==> config.mk <==
export PLATFORM = sky130hd
export DESIGN_NAME = alarm_hysteresis_fanout_select_core
export DESIGN_NICKNAME = d
export VERILOG_FILES = /design/src/rtl/ahfs_pkg.sv /design/src/rtl/alarm_hysteresis_fanout_select_core.sv
export SDC_FILE = /design/constraint.sdc
export NUM_CORES = 1
export LEC_CHECK = 0
export ABC_CLOCK_PERIOD_IN_PS = 6400
export BUFFER_PORTS_ARGS = -buffer_cell sky130_fd_sc_hd__buf_2
export CAP_MARGIN = 20
export CELL_PAD_IN_SITES_DETAIL_PLACEMENT = 0
export CELL_PAD_IN_SITES_GLOBAL_PLACEMENT = 1
export CORE_UTILIZATION = 33
export CTS_CLUSTER_DIAMETER = 40
export DETAILED_ROUTE_END_ITERATION = 10
export GPL_TIMING_DRIVEN = 0
export PLACE_DENSITY_LB_ADDON = 0.1
export SLEW_MARGIN = 0
export SYNTH_ARGS = -nofsm -noshare
export SYNTH_HDL_FRONTEND = slang
export SYNTH_SLANG_ARGS = --single-unit
export TNS_END_PERCENT = 10
==> constraint.sdc <==
create_clock -name clk_i -period 6.4 [get_ports clk_i]
set_input_delay 0 -clock clk_i [delete_from_list [all_inputs] [get_ports clk_i]]
set_output_delay 0 -clock clk_i [all_outputs]
set_load 0.05 [all_outputs]
==> src/rtl/ahfs_pkg.sv <==
package ahfs_pkg;

  localparam int unsigned NumOutputsDefault = 8;
  localparam int unsigned OutEnableWidth    = 8;
  localparam int unsigned CfgDataWidth      = 32;
  localparam int unsigned CfgIdxWidth       = 3;

  typedef enum logic [2:0] {
    ST_NONE = 3'd0,
    ST_UDF  = 3'd1,
    ST_HIHI = 3'd2,
    ST_LOLO = 3'd3,
    ST_HIGH = 3'd4,
    ST_LOW  = 3'd5,
    ST_SOFT = 3'd6
  } alarm_status_e;

  typedef enum logic [1:0] {
    SEV_NONE    = 2'd0,
    SEV_MINOR   = 2'd1,
    SEV_MAJOR   = 2'd2,
    SEV_INVALID = 2'd3
  } alarm_sev_e;

  typedef enum logic [1:0] {
    SEL_ALL     = 2'd0,
    SEL_NUMBER  = 2'd1,
    SEL_MASK    = 2'd2,
    SEL_INVALID = 2'd3
  } select_mode_e;

  typedef enum logic [CfgIdxWidth-1:0] {
    REG_HIHI_LIMIT     = 3'd0,
    REG_HIGH_LIMIT     = 3'd1,
    REG_LOW_LIMIT      = 3'd2,
    REG_LOLO_LIMIT     = 3'd3,
    REG_HYSTERESIS     = 3'd4,
    REG_SEVERITIES     = 3'd5,
    REG_SELECT_MODE    = 3'd6,
    REG_VALUE_DEADBAND = 3'd7
  } cfg_reg_e;

  typedef struct packed {
    logic signed [31:0] sample_value;
    logic               undefined_flag;
    logic [15:0]        select_number;
  } req_t;

  typedef struct packed {
    logic signed [31:0]        out_value;
    logic [OutEnableWidth-1:0] out_enable;
    logic [2:0]                alarm_status;
    logic [1:0]                alarm_severity;
    logic                      event_flag;
  } rsp_t;

endpackage

==> src/rtl/alarm_hysteresis_fanout_select_core.sv <==
// Four-level threshold alarm with hysteresis and output-enable fan-out.
// Input channel: in_valid_i / in_ready_o carry one request (sample, undefined
// flag, selector number). Output channel: out_valid_o / out_ready_i carry one
// result per request (value, enable mask, alarm status, severity, event).
// A request is held in an input register; grading, fan-out selection and the
// event check run combinationally from there into the result register, which
// loads when it is empty or its result is being taken. Throughput is one
// request per cycle while the receiver keeps taking results; the hysteresis
// state (last alarm level, last posted value, previous status and severity)
// is updated together with the result register. Configuration is written
// through cfg_we_i / cfg_idx_i / cfg_wdata_i, one register per cycle; the
// user must write only while no request is in flight; the block does not
// enforce it. Reset clears the configuration registers, the alarm state and
// both valid flags, not the input and result data registers.
// When the receiver stalls, the result register holds and the input register
// fills; in_ready_o then drops until the result is taken.
module alarm_hysteresis_fanout_select_core #(
  parameter int unsigned NUM_OUTPUTS = ahfs_pkg::NumOutputsDefault
) (
  input  logic                                clk_i,
  input  logic                                rst_ni,
  input  logic                                in_valid_i,
  output logic                                in_ready_o,
  input  ahfs_pkg::req_t                      in_req_i,
  output logic                                out_valid_o,
  input  logic                                out_ready_i,
  output ahfs_pkg::rsp_t                      out_rsp_o,
  input  logic                                cfg_we_i,
  input  logic [ahfs_pkg::CfgIdxWidth-1:0]    cfg_idx_i,
  input  logic [ahfs_pkg::CfgDataWidth-1:0]   cfg_wdata_i
);
  import ahfs_pkg::*;

  localparam int unsigned EnW =
    (NUM_OUTPUTS > OutEnableWidth) ? NUM_OUTPUTS : OutEnableWidth;

  logic signed [31:0] hihi_q, high_q, low_q, lolo_q;
  logic [30:0]        hyst_q, deadband_q;
  logic [9:0]         sevs_q;
  select_mode_e       mode_q;

  logic               in_valid_q;
  req_t               in_q;
  logic               out_valid_q;
  rsp_t               out_q;

  logic signed [31:0] last_level_q, last_level_d;
  logic signed [31:0] last_posted_q, last_posted_d;
  alarm_status_e      prev_status_q;
  logic [1:0]         prev_sev_q;

  logic               advance;
  logic signed [32:0] val_x, h_x, hihi_lo, lolo_hi, high_lo, low_hi;
  logic signed [32:0] delta, delta_abs;
  logic               hit_hihi, hit_lolo, hit_high, hit_low;
  alarm_status_e      status_lvl, status;
  logic [1:0]         sev_lvl, sev;
  logic [EnW-1:0]     en_wide;
  logic               sel_err;
  logic               over_band;
  rsp_t               rsp_d;

  assign advance    = in_valid_q && (!out_valid_q || out_ready_i);
  assign in_ready_o = !in_valid_q || advance;

  always_ff @(posedge clk_i or negedge rst_ni) begin
    if (!rst_ni) begin
      hihi_q     <= '0;
      high_q     <= '0;
      low_q      <= '0;
      lolo_q     <= '0;
      hyst_q     <= '0;
      sevs_q     <= '0;
      mode_q     <= SEL_ALL;
      deadband_q <= '0;
    end else if (cfg_we_i) begin
      unique case (cfg_reg_e'(cfg_idx_i))
        REG_HIHI_LIMIT:     hihi_q     <= cfg_wdata_i;
        REG_HIGH_LIMIT:     high_q     <= cfg_wdata_i;
        REG_LOW_LIMIT:      low_q      <= cfg_wdata_i;
        REG_LOLO_LIMIT:     lolo_q     <= cfg_wdata_i;
        REG_HYSTERESIS:     hyst_q     <= cfg_wdata_i[30:0];
        REG_SEVERITIES:     sevs_q     <= cfg_wdata_i[9:0];
        REG_SELECT_MODE:    mode_q     <= select_mode_e'(cfg_wdata_i[1:0]);
        REG_VALUE_DEADBAND: deadband_q <= cfg_wdata_i[30:0];
        default: ;
      endcase
    end
  end

  // grade against the limits, priority hihi, lolo, high, low; an undefined sample grades as UDF instead
  always_comb begin
    val_x   = {in_q.sample_value[31], in_q.sample_value};
    h_x     = {2'b00, hyst_q};
    hihi_lo = {hihi_q[31], hihi_q} - h_x;
    lolo_hi = {lolo_q[31], lolo_q} + h_x;
    high_lo = {high_q[31], high_q} - h_x;
    low_hi  = {low_q[31], low_q} + h_x;

    hit_hihi = (sevs_q[1:0] != SEV_NONE) &&
               ((in_q.sample_value >= hihi_q) ||
                ((last_level_q == hihi_q) && (val_x >= hihi_lo)));
    hit_lolo = (sevs_q[3:2] != SEV_NONE) &&
               ((in_q.sample_value <= lolo_q) ||
                ((last_level_q == lolo_q) && (val_x <= lolo_hi)));
    hit_high = (sevs_q[5:4] != SEV_NONE) &&
               ((in_q.sample_value >= high_q) ||
                ((last_level_q == high_q) && (val_x >= high_lo)));
    hit_low  = (sevs_q[7:6] != SEV_NONE) &&
               ((in_q.sample_value <= low_q) ||
                ((last_level_q == low_q) && (val_x <= low_hi)));

    status_lvl   = ST_NONE;
    sev_lvl      = SEV_NONE;
    last_level_d = last_level_q;
    if (in_q.undefined_flag) begin
      if (sevs_q[9:8] != SEV_NONE) begin
        status_lvl = ST_UDF;
        sev_lvl    = sevs_q[9:8];
      end
    end else begin
      priority if (hit_hihi) begin
        status_lvl   = ST_HIHI;
        sev_lvl      = sevs_q[1:0];
        last_level_d = hihi_q;
      end else if (hit_lolo) begin
        status_lvl   = ST_LOLO;
        sev_lvl      = sevs_q[3:2];
        last_level_d = lolo_q;
      end else if (hit_high) begin
        status_lvl   = ST_HIGH;
        sev_lvl      = sevs_q[5:4];
        last_level_d = high_q;
      end else if (hit_low) begin
        status_lvl   = ST_LOW;
        sev_lvl      = sevs_q[7:6];
        last_level_d = low_q;
      end else begin
        last_level_d = in_q.sample_value;
      end
    end
  end

  // output-enable fan-out
  always_comb begin
    en_wide = '0;
    sel_err = 1'b0;
    unique case (mode_q)
      SEL_ALL: begin
        for (int unsigned i = 0; i < EnW; i++) begin
          en_wide[i] = (i < NUM_OUTPUTS);
        end
      end
      SEL_NUMBER: begin
        sel_err = (in_q.select_number > 16'(NUM_OUTPUTS));
        for (int unsigned i = 0; i < EnW; i++) begin
          en_wide[i] = (i < NUM_OUTPUTS) && (in_q.select_number == 16'(i + 1));
        end
      end
      SEL_MASK: begin
        for (int unsigned i = 0; i < EnW; i++) begin
          en_wide[i] = (i < NUM_OUTPUTS) && in_q.select_number[i];
        end
      end
      default: sel_err = 1'b1;
    endcase
  end

  always_comb begin
    status = status_lvl;
    sev    = sev_lvl;
    if (sel_err && (sev_lvl != SEV_INVALID)) begin
      status = ST_SOFT;
      sev    = SEV_INVALID;
    end

    delta     = {last_posted_q[31], last_posted_q} - val_x;
    delta_abs = delta[32] ? -delta : delta;
    over_band = (delta_abs > {2'b00, deadband_q});

    last_posted_d = over_band ? in_q.sample_value : last_posted_q;

    rsp_d.out_value      = in_q.sample_value;
    rsp_d.out_enable     = en_wide[OutEnableWidth-1:0];
    rsp_d.alarm_status   = status;
    rsp_d.alarm_severity = sev;
    rsp_d.event_flag     = (status != prev_status_q) || (sev != prev_sev_q) || over_band;
  end

  always_ff @(posedge clk_i or negedge rst_ni) begin
    if (!rst_ni) begin
      in_valid_q    <= 1'b0;
      out_valid_q   <= 1'b0;
      last_level_q  <= '0;
      last_posted_q <= '0;
      prev_status_q <= ST_NONE;
      prev_sev_q    <= SEV_NONE;
    end else begin
      if (in_ready_o) begin
        in_valid_q <= in_valid_i;
      end
      if (advance) begin
        out_valid_q   <= 1'b1;
        last_level_q  <= last_level_d;
        last_posted_q <= last_posted_d;
        prev_status_q <= status;
        prev_sev_q    <= sev;
      end else if (out_ready_i) begin
        out_valid_q <= 1'b0;
      end
    end
  end

  always_ff @(posedge clk_i) begin
    if (in_ready_o && in_valid_i) begin
      in_q <= in_req_i;
    end
    if (advance) begin
      out_q <= rsp_d;
    end
  end

  assign out_valid_o = out_valid_q;
  assign out_rsp_o   = out_q;

endmodule
* Word-level counts from Yosys, hierarchy flattened
Index checks and enable logic that the tools add are counted.
** Word-level totals
- Flip-flop bits (word level) :: 368
- Input bits :: 89
- Output and inout port bits :: 48
- Logic and storage cells :: 126
** Operators by class
- $add $sub $neg :: 6
- Magnitude comparators :: 10
- Equal/unequal tests :: 24
- Muxes and demuxes :: 23
- Bitwise operators :: 1
- Reduce and logical (&&, ||, !) cells :: 40
** Operator list (number)
- == test 32 bit :: 4
- 2-to-1 mux 32 bit :: 4
- subtractor 32 x 32 -> 33 bit :: 3
- adder 32 x 32 -> 33 bit :: 2
- greater-or-equal comparator 32 x 33 -> 1 bit :: 2
- <= comparator 32 x 33 -> 1 bit :: 2
- == test 16 x 3 -> 1 bit (second input constant) :: 4
- greater-or-equal comparator 32 bit :: 2
- <= comparator 32 bit :: 2
- greater-than comparator 33 x 31 -> 1 bit :: 1
- 2-to-1 mux 33 bit :: 1
- negator 33 bit :: 1
- == test 16 x 2 -> 1 bit (second input constant) :: 2
- case mux 8 bit (3 select lines) :: 1
- AND reduction 2 bit :: 10
- 2-to-1 mux 3 bit :: 6
- == test 16 x 1 -> 1 bit (second input constant) :: 1
- == test 16 x 4 -> 1 bit (second input constant) :: 1
- greater-than comparator 16 x 4 -> 1 bit (second input constant) :: 1
- 2-to-1 mux 2 bit :: 7
- == test 3 bit (second input constant) :: 4
- nonzero test 2 bit :: 6
- logical AND 1 bit :: 11
- logical OR 1 bit :: 8
- other kinds (14) :: 18

* Logic depth before layout (Yosys ltp)
Gate-level depths: netlist of the first run.
- Depth after elaboration :: 16
- Gate-level depth with buffers :: 32
- Depth with buffers taken out :: 31

* Worst setup path after synthesis of the first run
No wires, ideal clock.
- Path kind :: reg-to-reg
- Start :: reg high_q[0]
- End :: reg out_q (netlist bit out_rsp_o[0]) (data pin)
- Setup time :: 274 ps
- Arrival :: 6315 ps
- Required time :: 6126 ps
- Setup slack :: -189 ps
- Stages on the path, launching flop included :: 31
- Path buffers :: 0
- Period minus slack after synthesis :: 6589 ps
- Path through :: dfrtp_1 > inv_1 > ha_1 > inv_1 > fa_1 > a21o_1 > a21oi_1 > o21bai_1 > a211oi_1 > o31ai_1 > o21ba_2 > o41a_1 > a41o_1 > o22a_1 > and4_1 > nor3_1 > nand2b_1 > a21oi_1 > ha_1 > nand4_1 > or4_1 > o22ai_1 > o311ai_0 > o211ai_1 > a21boi_0 > a221oi_1 > o211ai_1 > a31oi_1 > mux2_2 > mux2i_1 > nand4_1
** RTL lines
- from (decl) :: line alarm_hysteresis_fanout_select_core.sv:37 : logic signed [31:0] hihi_q, high_q, low_q, lolo_q;
- from (signal assigned) :: line alarm_hysteresis_fanout_select_core.sv:79 : REG_HIGH_LIMIT: high_q <= cfg_wdata_i;
- to (signal assigned) :: line alarm_hysteresis_fanout_select_core.sv:219 : out_q <= rsp_d;
- to (decl) :: line alarm_hysteresis_fanout_select_core.sv:45 : rsp_t out_q;

==> results of run 1 <==
[per-layer routing]
metal  vias up  track usage (%)  part of all wire (%)
met5         -                0                     0
met4         0             6.24                   2.5
met3       153             4.40                   5.3
met2       659             39.2                    44
met1     13100             36.8                    48
li1      13500                -                     -
[flip-flops by register name, summed over array words and instances (netlist names)]
name	cells
in_q	49
out_rsp_o	46
high_q	32
hihi_q	32
last_level_q	32
last_posted_q	32
lolo_q	32
low_q	32
deadband_q	31
hyst_q	31
sevs_q	10
prev_status_q	3
mode_q	2
prev_sev_q	2
in_valid_q	1
out_valid_o	1
[cell usage after synthesis (12+ instances only)]
library cell and number:
ha_1 448, nand2_1 326, inv_1 285, o21ai_0 285
a21oi_1 277, dfrtp_1 273, nor2_1 193, xnor2_1 146
xor2_1 143, clkbuf_1 96, edfxtp_1 95, a21o_1 87
mux2_2 86, nand3_1 77, nand4_1 72, nor3_1 69
nand2b_1 44, nor2b_1 39, mux2i_1 36, o21a_1 32
nor4_1 30, mux2_1 29, a211oi_1 26, and3_1 25
a31oi_1 22, o21bai_1 19, o31ai_1 19, o211ai_1 18
or3_1 15, a2111oi_0 12, and2_1 12, and4_1 12
or2_2 12
[area by class of cell]
cell class | instances | area [um2] | area share [%]
clock inverters | 50 | 691 | 1.75
clock buffers | 104 | 2310 | 5.84
inverters | 286 | 1080 | 2.73
well taps | 1254 | 1570 | 3.97
plain buffers | 109 | 649 | 1.64
multi-input cells | 2753 | 21000 | 53.2
diodes | 1 | 2.50 | 0.00633
flip-flops and latches | 368 | 9690 | 24.5
repair buffers | 317 | 2510 | 6.36
[through the flow]
stage | TNS [ns] | hold slack [ns]
after floorplan | 0 | -0.296
after global placement | -334.07 | 0.177
after detailed placement | -175.96 | -0.00130
after CTS | -14.15 | 0.0250
after global routing | -26.65 | 0.0533
final | -8.63 | 0.0504
[power by group through the flow]
| stage | combinational [W] | clock [W] | sequential, W |
|---|---|---|---|
| floorplan | 0.00733 | 0 | 0.00345 |
| global placement | 0.0101 | 0 | 0.00366 |
| detailed placement | 0.0101 | 0 | 0.00366 |
| CTS | 0.0112 | 0.00468 | 0.00359 |
| global route | 0.0129 | 0.00478 | 0.00364 |
| finish | 0.0117 | 0.00460 | 0.00359 |
[cell usage in the layout, fill, tap and decap left out, types with 18 or more instances in the layout]
cell             n
a21o_1          87
a21oi_1        256
a21oi_2         21
and3_1          22
buf_2          134
buf_4           76
clkbuf_1        87
clkbuf_16       91
dfrtp_1        266
dlygate4sd3_1   89
edfxtp_1        95
ha_1           443
inv_1          279
mux2_1          26
mux2_2          83
mux2i_1         33
nand2_1        324
nand2b_1        43
nand3_1         75
nand4_1         72
nor2_1         180
nor2b_1         37
nor3_1          61
nor4_1          30
o211ai_1        18
o21a_1          30
o21ai_0        221
o21ai_1         57
xnor2_1        146
xor2_1         143
[cells by family after synthesis]
kind of cell	Yosys count	synth area share, %
adders and majority gates	453	18.3
xor gates and xnor gates	290	8.15
DFF	368	31.0
muxes	151	5.30
buffers and inverters	397	4.84
and+or+nand+nor	961	14.8
AOI/OAI and AO/OA	898	17.6
[final timing paths]
check | from | end | slack (ns) | cells after the start
min in group asynchronous | rst_ni | last_posted_q[25] | 0.48 | 4
max reg2reg | high_q[0] | out_rsp_o[0] | -0.82 | 34
max | high_q[0] | out_rsp_o[0] | -0.82 | 34
min | cfg_idx_i[1] | mode_q[1] | 0.05 | 3
max in group asynchronous | rst_ni | hyst_q[11] | 4.77 | 5
min reg2reg | last_posted_q[15] | last_posted_q[15] | 0.49 | 1
[worst max-delay path, delay by kind of cell (launching register included)]
kind	cells	cell delay, ns
AND/OR/NAND/NOR	5	0.99
AO/OA/AOI/OAI	17	3.34
adder cells (fa/ha/maj)	3	0.75
buffers and inverters	6	0.81
multiplexers	2	0.47
XOR/XNOR	1	0.17
flip-flops	1	0.39
[timing repair]
action                                 in CTS  in global routing
endpoints found under the hold margin     424                  0
cloned                                      0                  2
setup endpoints to repair                  75                 75
resized for setup                         195                180
pin swaps                                  79                 71
setup buffers                              74                  9
hold buffers                               90                  0
==> impl_metrics.env, run 1 <==
export IMPL_clock_sinks=368
export IMPL_antenna_left=0
export IMPL_drt_wirelength_per_cell_um=23.5
export IMPL_slew_viol_final=0
export IMPL_grt_pass1_vias=26200
export IMPL_power_share_sequential_pct=18.0
export IMPL_cp_slowest_cell="a2111o_1"
export IMPL_fin_ws_ns=-0.816
export IMPL_vias=27500
export IMPL_numPortBuffers=134
export IMPL_antenna_found_initial=1
export IMPL_rows=112
export IMPL_fin_crit_ns=7.22
export IMPL_cts_buffers=86
export IMPL_syn_to_final_growth_pct=26.6
export IMPL_dpl_instance_area_um2=33700
export IMPL_initial_core_util_pct=33.4
export IMPL_final_setup_viol_count=62
export IMPL_clock_path_buffers=3
export IMPL_synth_top_cell_by_area="dfrtp_1"
export IMPL_dieArea_um2=95900
export IMPL_cts_tree="yes"
export IMPL_routabilityCongestion=0.987
export IMPL_drtPass1Iterations=5
export IMPL_synth_edf_count=95
export IMPL_synthTopCellsByArea="dfrtp_1 (22%), ha_1 (18%), edfxtp_1 (9.1%), o21ai_0 (4.6%), a21oi_1 (4.4%)"
export IMPL_synth_top_area_share_pct=21.9
export IMPL_timing_fmax_mhz=139
export IMPL_yosys_register_bits=368
export IMPL_skew_ns=0.0395
export IMPL_ys_flop_type="dfrtp_1"
export IMPL_utilization_pct=42.2
export IMPL_worstSkewPairLatency_ns=0.64
export IMPL_place_ws_ns=-2.62
export IMPL_pin_count=137
export IMPL_yosysWarnings=0
export IMPL_fin_nets=4463
export IMPL_htreeDepth=3
export IMPL_finalCritPeriodShare_pct=113
export IMPL_gr_total_overflow=0
export IMPL_die_h_um=310
export IMPL_static_leakage_power_nw=17.6
export IMPL_drcViolationCount=0
export IMPL_ir_drop_uv=229
export IMPL_swShare_pct=45.0
export IMPL_cpPeakStageDelay_ns=0.40
export IMPL_worstSetupPathType="reg -> reg"
export IMPL_synth_yosys_seq_area_share_pct=31.0
export IMPL_die_w_um=310
export IMPL_path_max_fanout=6
export IMPL_pwr_share_clk_pct=23.1
export IMPL_grt_first_pass_wirelength_um=179000
export IMPL_hold_class="in -> reg"
export IMPL_synth_async_sr_flop_share_pct=74.2
export IMPL_drv_cap=0
export IMPL_place_inst=4914
export IMPL_slew_headroom_pct=38.8
export IMPL_tightest_slew_ns=0.910
export IMPL_pwr_share_comb_pct=58.8
export IMPL_synthCells=3518
export IMPL_finalHoldViolCount=0
export IMPL_drive_gt1_share_pct=16.8
export IMPL_synth_nets=4060
export IMPL_synth_distinct_cells=86
export IMPL_dp_hpwl_um=97100
export IMPL_avgSynthCellArea_um2=8.88
export IMPL_outcome="finished, violations left"
export IMPL_switchingPower_w=0.00895
export IMPL_worst_path_most_repeated_cell="buf_4"
export IMPL_stdcell_count=5242
export IMPL_syn_area_um2=31200
export IMPL_p_int_w=0.0109
export IMPL_crit_required_ns=6.75
export IMPL_fill_cells=9531
export IMPL_endpoint_kind="flop"
export IMPL_track_usage_pct=25.5
export IMPL_core_um2=93600
export IMPL_rsz0062_at_grt="yes"
export IMPL_cts_root_buf="clkbuf_16"
export IMPL_routed_wl_um=123000
export IMPL_grt_max_degree=104
export IMPL_cp_start_kind="flop"
export IMPL_violations="negative setup slack"
export IMPL_power_density_nw_per_um2=503
export IMPL_power_total_w=0.0199
export IMPL_critPathArrivalTime_ns=7.57
export IMPL_drt_iter0_markers=1890
export IMPL_fin_area_um2=39500
export IMPL_path_clk_slew_ns=0.05
export IMPL_viasPerCell=5.24
Note: power is estimated with default switching activity, not from simulation.
==> run 2: changes to the inputs <==
--- a/config.mk
+++ b/config.mk
@@ -5,7 +5,7 @@
 export SDC_FILE = /design/constraint.sdc
 export NUM_CORES = 1
 export LEC_CHECK = 0
-export ABC_CLOCK_PERIOD_IN_PS = 6400
+export ABC_CLOCK_PERIOD_IN_PS = 5980
 export BUFFER_PORTS_ARGS = -buffer_cell sky130_fd_sc_hd__buf_2
 export CAP_MARGIN = 20
 export CELL_PAD_IN_SITES_DETAIL_PLACEMENT = 0
==> constraint.sdc (replaced) <==
create_clock -name clk_i -period 5.98 [get_ports clk_i]
set_input_delay 0 -clock clk_i [delete_from_list [all_inputs] [get_ports clk_i]]
set_output_delay 0 -clock clk_i [all_outputs]
set_load 0.05 [all_outputs]
==> run 2 against run 1 <==
- the run still ends with negative setup slack left
- non-clock buffer count is 11 higher
- global-route usage is 2.1 points higher
- worst hold slack worse by 0.0067 ns
- critical endpoint unchanged
==> impl_metrics.env, run 2 (synthesized netlist as in run 1, its figures left out) <==
export IMPL_whs_endpoint="in_q[28]"
export IMPL_drt_iter0_markers=2246
export IMPL_antenna_found_initial=2
export IMPL_path_clk_slew_ns=0.05
export IMPL_routed_wl_um=133000
export IMPL_timing_fmax_mhz=137
export IMPL_syn_to_final_growth_pct=28.1
export IMPL_initial_core_util_pct=33.4
export IMPL_outcome="finished, violations left"
export IMPL_grt_max_degree=95
export IMPL_finalCritPeriodShare_pct=122
export IMPL_hp_start="in_req_i[28]"
export IMPL_worstSetupPathType="reg -> reg"
export IMPL_die_w_um=310
export IMPL_cp_start_kind="flop"
export IMPL_dp_hpwl_um=103000
export IMPL_vias=28400
export IMPL_clock_sinks=368
export IMPL_grt_first_pass_wirelength_um=191000
export IMPL_final_common_cell="ha_1"
export IMPL_violations="negative setup slack"
export IMPL_r2r_end="out_rsp_o[0]"
export IMPL_finalHoldViolCount=0
export IMPL_ir_drop_uv=265
export IMPL_static_leakage_power_nw=17.8
export IMPL_layout_common_cells="ha_1 (439), nand2_1 (319), inv_1 (283)"
export IMPL_cts_root_buf="clkbuf_16"
export IMPL_die_h_um=310
export IMPL_dpl_instance_area_um2=33700
export IMPL_core_um2=93600
export IMPL_multi_input_area_um2=21200
export IMPL_reg2reg_slack_ns=-1.33
export IMPL_place_ws_ns=-3.63
export IMPL_path_max_fanout=6
export IMPL_htreeDepth=3
export IMPL_crit_required_ns=6.36
export IMPL_holdPathStages=2
export IMPL_rsz0062_at_grt="yes"
export IMPL_ff2ff_path_depth=32
export IMPL_fin_area_um2=40000
export IMPL_stdcell_count=5270
export IMPL_drtPass1Iterations=5
export IMPL_cpPeakStageDelay_ns=0.47
export IMPL_drt_wirelength_per_cell_um=25.3
export IMPL_regMostFlops="in_q"
export IMPL_skew_ns=0.0409
export IMPL_largest_reg_flops=49
export IMPL_cp_slowest_cell="a2111o_1"
export IMPL_numPortBuffers=134
export IMPL_fin_nets=4481
export IMPL_drv_cap=0
export IMPL_drcViolationCount=0
export IMPL_r2r_start="hyst_q[0]"
export IMPL_grt_pass1_vias=27100
export IMPL_cts_buffers=93
export IMPL_slew_viol_final=0
export IMPL_pin_count=137
export IMPL_final_setup_viol_count=75
export IMPL_clock_path_buffers=3
export IMPL_antenna_left=0
export IMPL_tightest_slew_ns=1.16
export IMPL_worstSkewPairLatency_ns=0.67
export IMPL_drive_gt1_share_pct=17.3
export IMPL_routabilityCongestion=0.953
export IMPL_endpoint_kind="flop"
export IMPL_viasPerCell=5.38
export IMPL_power_density_nw_per_um2=537
export IMPL_cts_tree="yes"
export IMPL_rows=112
export IMPL_fin_hold_ws_ns=0.0437
export IMPL_fin_crit_ns=7.31
export IMPL_gr_total_overflow=0
export IMPL_slew_headroom_pct=21.8
export IMPL_fill_cells=9476
export IMPL_antenna_cells=0
export IMPL_track_usage_pct=27.7
export IMPL_fin_ws_ns=-1.33
export IMPL_hold_class="in -> reg"
export IMPL_register_area_um2=9700
export IMPL_place_inst=4917
export IMPL_dieArea_um2=95900
export IMPL_critPathArrivalTime_ns=7.69
-- run 2: cell types whose count changed in the layout (fill, tap and decap cells not counted), moves of 7 or more --
cell,change
inv_6,+12
clkbuf_16,+9
nor2_2,-7
o21ai_2,+8
clkinvlp_4,-7
clkbuf_1,+8
nor2_1,+7
dlygate4sd3_1,+13
o21ai_0,-9
-- run 2: stage by stage --
stage | util (%) | TNS [ns] | total power [W]
after CTS | 41.8 | -65.02 | 0.0209
after global routing | 42.7 | -80.34 | 0.0229
final | 42.7 | -59.61 | 0.0215
after detailed placement | 36.0 | -218.68 | 0.0150
after floorplan | - | -0.120 | 0.0115
after global placement | 35.8 | -513.96 | 0.0150
-- run 2: critical path: cells and delay by family (launching register included) --
kind,cells,cell delay (ns)
AOI/OAI and AO/OA,18,3.90
adders and majority gates,3,0.74
buffers and inverters,5,0.70
and+or+nand+nor,3,0.58
muxes,2,0.46
DFF,1,0.41
xor gates and xnor gates,1,0.19
-- run 2: how the worst max path moves through the flow --
| stage | slack (ns) | start | cells after the start | end |
|---|---|---|---|---|
| after floorplan | -0.12 | high_q[0] | 30 | out_rsp_o[0] |
| after global placement | -3.57 | lolo_q[1] | 27 | out_rsp_o[0] |
| after detailed placement | -3.63 | lolo_q[1] | 27 | out_rsp_o[0] |
| after CTS | -1.48 | high_q[0] | 31 | out_rsp_o[0] |
| after global routing | -1.53 | hyst_q[0] | 32 | out_rsp_o[0] |
| final | -1.33 | hyst_q[0] | 32 | out_rsp_o[0] |
-- run 2: where the power goes --
part | internal (W) | total [W] | leakage, nW | switching, W
Clock | 0.00340 | 0.00516 | 1.56 | 0.00175
Sequential | 0.00319 | 0.00393 | 4.21 | 0.000745
Combinational | 0.00510 | 0.0124 | 12.0 | 0.00731
Total | 0.0117 | 0.0215 | 17.8 | 0.00980
-- run 2: final cells by class --
| class | instances | share of cell area (%) |
|---|---|---|
| clock inverters | 47 | 1.44 |
| well taps | 1254 | 3.92 |
| clock buffers | 125 | 6.55 |
| inverters | 286 | 2.70 |
| repair buffers | 328 | 6.58 |
| multi-input cells | 2753 | 53.0 |
| plain buffers | 109 | 1.62 |
| flip-flops and latches | 368 | 24.2 |
-- run 2: layer usage --
metal  track usage [%]  share of wire, %  up-vias
met5                 0            0.0082        -
met1              39.7                48    13800
met4              8.24               2.9        2
met3              4.22               5.4      185
li1                  -                 -    13600
met2              42.4                44      789
-- run 2: repair_timing --
| action | 4_1_cts | 5_1_grt |
|---|---|---|
| setup buffers | 41 | 36 |
| endpoints found under the setup margin | 75 | 75 |
| gates cloned | 0 | 2 |
| hold buffers | 103 | 0 |
| endpoints found under the hold margin | 542 | 0 |
| pin swaps | 43 | 74 |
| gates resized for setup | 211 | 169 |
==> run 3: changes to the inputs <==
--- a/config.mk
+++ b/config.mk
@@ -12,9 +12,11 @@
 export CELL_PAD_IN_SITES_GLOBAL_PLACEMENT = 1
 export CORE_UTILIZATION = 33
 export CTS_CLUSTER_DIAMETER = 40
+export CTS_CLUSTER_SIZE = 16
 export DETAILED_ROUTE_END_ITERATION = 10
 export GPL_TIMING_DRIVEN = 0
 export PLACE_DENSITY_LB_ADDON = 0.1
+export RECOVER_POWER = 50
 export SLEW_MARGIN = 0
 export SYNTH_ARGS = -nofsm -noshare
 export SYNTH_HDL_FRONTEND = slang
==> run 3 against run 2 <==
- the run ends with max-capacitance violations, max-slew violations, negative setup slack left
- global-route usage about the same
- design area fell by 0.95%
- clock skew up 0.00079 ns
==> impl_metrics.env, run 3 (synthesized netlist as in run 1, its figures left out) <==
export IMPL_tightest_slew_ns=4.37
export IMPL_rsz0062_at_grt="yes"
export IMPL_numPortBuffers=134
export IMPL_finalCritPeriodShare_pct=122
export IMPL_final_common_cell="ha_1"
export IMPL_final_setup_viol_count=75
export IMPL_switchingPower_w=0.00979
export IMPL_ir_drop_uv=264
export IMPL_initial_core_util_pct=33.4
export IMPL_vias=28200
export IMPL_path_clk_slew_ns=0.05
export IMPL_core_um2=93600
export IMPL_ff2ff_path_depth=33
export IMPL_drt_wirelength_per_cell_um=25.3
export IMPL_antenna_cells=0
export IMPL_fin_ws_ns=-1.34
export IMPL_crit_required_ns=6.35
export IMPL_largest_reg_flops=49
export IMPL_cp_start_kind="flop"
export IMPL_drt_iter0_markers=2327
export IMPL_static_leakage_power_nw=17.6
export IMPL_skew_ns=0.0417
export IMPL_die_w_um=310
export IMPL_pwr_share_comb_pct=57.4
export IMPL_routabilityCongestion=0.953
export IMPL_path_max_fanout=6
export IMPL_cts_root_buf="clkbuf_16"
export IMPL_path_delay_family="compound AO/OA/AOI/OAI gates"
export IMPL_worstSkewPairLatency_ns=0.67
export IMPL_die_h_um=310
export IMPL_track_usage_pct=27.6
export IMPL_drv_cap=4
export IMPL_regMostFlops="in_q"
export IMPL_whs_endpoint="in_q[33]"
export IMPL_gr_total_overflow=0
export IMPL_viasPerCell=5.37
export IMPL_power_share_sequential_pct=18.4
export IMPL_power_density_nw_per_um2=539
export IMPL_layout_common_cells="ha_1 (441), nand2_1 (326), inv_1 (283)"
export IMPL_grt_first_pass_wirelength_um=191000
export IMPL_r2r_end="out_rsp_o[0]"
export IMPL_reg2reg_slack_ns=-1.34
export IMPL_r2r_start="high_q[0]"
export IMPL_slew_headroom_pct=-191
export IMPL_swShare_pct=45.8
export IMPL_dieArea_um2=95900
export IMPL_drtPass1Iterations=5
export IMPL_antenna_found_initial=1
export IMPL_cpPeakStageDelay_ns=0.50
export IMPL_clock_path_buffers=3
export IMPL_rows=112
export IMPL_htreeDepth=3
export IMPL_drcViolationCount=0
export IMPL_syn_to_final_growth_pct=26.9
export IMPL_antenna_left=0
export IMPL_place_ws_ns=-3.63
export IMPL_dp_hpwl_um=103000
export IMPL_slew_viol_final=277
export IMPL_p_int_w=0.0116
export IMPL_fin_nets=4467
export IMPL_violations="max-capacitance violations, max-slew violations, negative setup slack"
export IMPL_grt_max_degree=95
export IMPL_endpoint_kind="flop"
export IMPL_pwr_share_clk_pct=24.2
export IMPL_drive_gt1_share_pct=16.0
export IMPL_utilization_pct=42.3
export IMPL_cts_buffers=92
export IMPL_worst_path_most_repeated_cell="o211ai_1"
export IMPL_critPathArrivalTime_ns=7.69
export IMPL_routed_wl_um=133000
export IMPL_outcome="finished, violations left"
export IMPL_timing_fmax_mhz=137
export IMPL_pin_count=137
export IMPL_hold_class="in -> reg"
export IMPL_fin_crit_ns=7.32
export IMPL_clock_sinks=368
export IMPL_hp_start="in_req_i[33]"
export IMPL_cts_tree="yes"
export IMPL_finalHoldViolCount=0
export IMPL_grt_pass1_vias=27100
export IMPL_path_buf_inv=6
export IMPL_holdPathStages=2
export IMPL_worstSetupPathType="reg -> reg"
export IMPL_cp_slowest_cell="a2111o_1"
run 3: changes by cell type in the layout (fill, tap and decap cells not counted), moves of 6 or more:
cell      change
nand2_2       -7
buf_4        -21
clkbuf_1     +17
clkinv_8      +6
nand2_1       +7
o21ai_2       -8
o21ai_0       +7
run 3: area by class of cell:
cell class / count / area [um2]
Clock inverter: 47 / 636
Fill cell: 9528 / 54000
Buffer: 109 / 653
Clock buffer: 121 / 2580
Sequential cell: 368 / 9700
Timing Repair Buffer: 315 / 2310
Multi-Input combinational cell: 2753 / 21100
Tap cell: 1254 / 1570
Inverter: 286 / 1080
run 3: metrics by stage:
stage	hold slack, ns	cells	area [um2]	total power (W)	setup TNS [ns]
2_1_floorplan	-0.296	3518	31300	0.0115	-0.120
3_3_place_gp	0.176	4906	33500	0.0150	-513.96
3_5_place_dp	-0.0618	4917	33700	0.0150	-218.68
4_1_cts	0.000262	5226	39100	0.0209	-64.93
5_1_grt	0.0147	5253	39600	0.0228	-77.97
6_report	0.0469	5253	39600	0.0214	-56.48
run 3: per-layer routing:
metal | vias to the layer above | track usage, % | wire [um] | share of wire, %
met5 | - | 0 | 11 | 0.0083
met4 | 2 | 8.13 | 4260 | 3.2
met3 | 194 | 4.23 | 6770 | 5.1
met2 | 744 | 42.4 | 58100 | 44
met1 | 13700 | 39.7 | 63900 | 48
li1 | 13500 | - | - | -
run 3: power by group through the flow:
| stage | logic [W] | registers, W | clock network (W) |
|---|---|---|---|
| floorplan | 0.00786 | 0.00369 | 0 |
| global placement | 0.0110 | 0.00399 | 0 |
| detailed placement | 0.0110 | 0.00400 | 0 |
| CTS | 0.0118 | 0.00393 | 0.00525 |
| global route | 0.0135 | 0.00399 | 0.00537 |
| finish | 0.0123 | 0.00394 | 0.00517 |
run 3: repair_timing:
item / in CTS / in global routing
endpoints found under the hold margin: 542 / 0
setup buffers: 41 / 25
hold buffers: 102 / 0
cloned: 0 / 1
pin swaps: 43 / 55
gates resized for setup: 212 / 134
setup endpoints to repair: 75 / 75
run 3: worst register-to-register path: cells and delay by family, from the launching register on:
family,cells,cell delay [ns]
DFF,1,0.39
AOI/OAI and AO/OA,19,4.14
buffers and inverters,6,0.74
adders and majority gates,3,0.83
and+or+nand+nor,4,0.78
xor gates and xnor gates,1,0.16
run 3: how the worst max path moves through the flow:
| stage | to | slack, ns | cells past startpoint | start |
|---|---|---|---|---|
| 4_1_cts | out_rsp_o[0] | -1.48 | 31 | high_q[0] |
| 2_1_floorplan | out_rsp_o[0] | -0.12 | 30 | high_q[0] |
| 3_3_place_gp | out_rsp_o[0] | -3.57 | 27 | lolo_q[1] |
| 6_report | out_rsp_o[0] | -1.34 | 33 | high_q[0] |
| 3_5_place_dp | out_rsp_o[0] | -3.63 | 27 | lolo_q[1] |
| 5_1_grt | out_rsp_o[0] | -1.56 | 31 | hyst_q[0] |
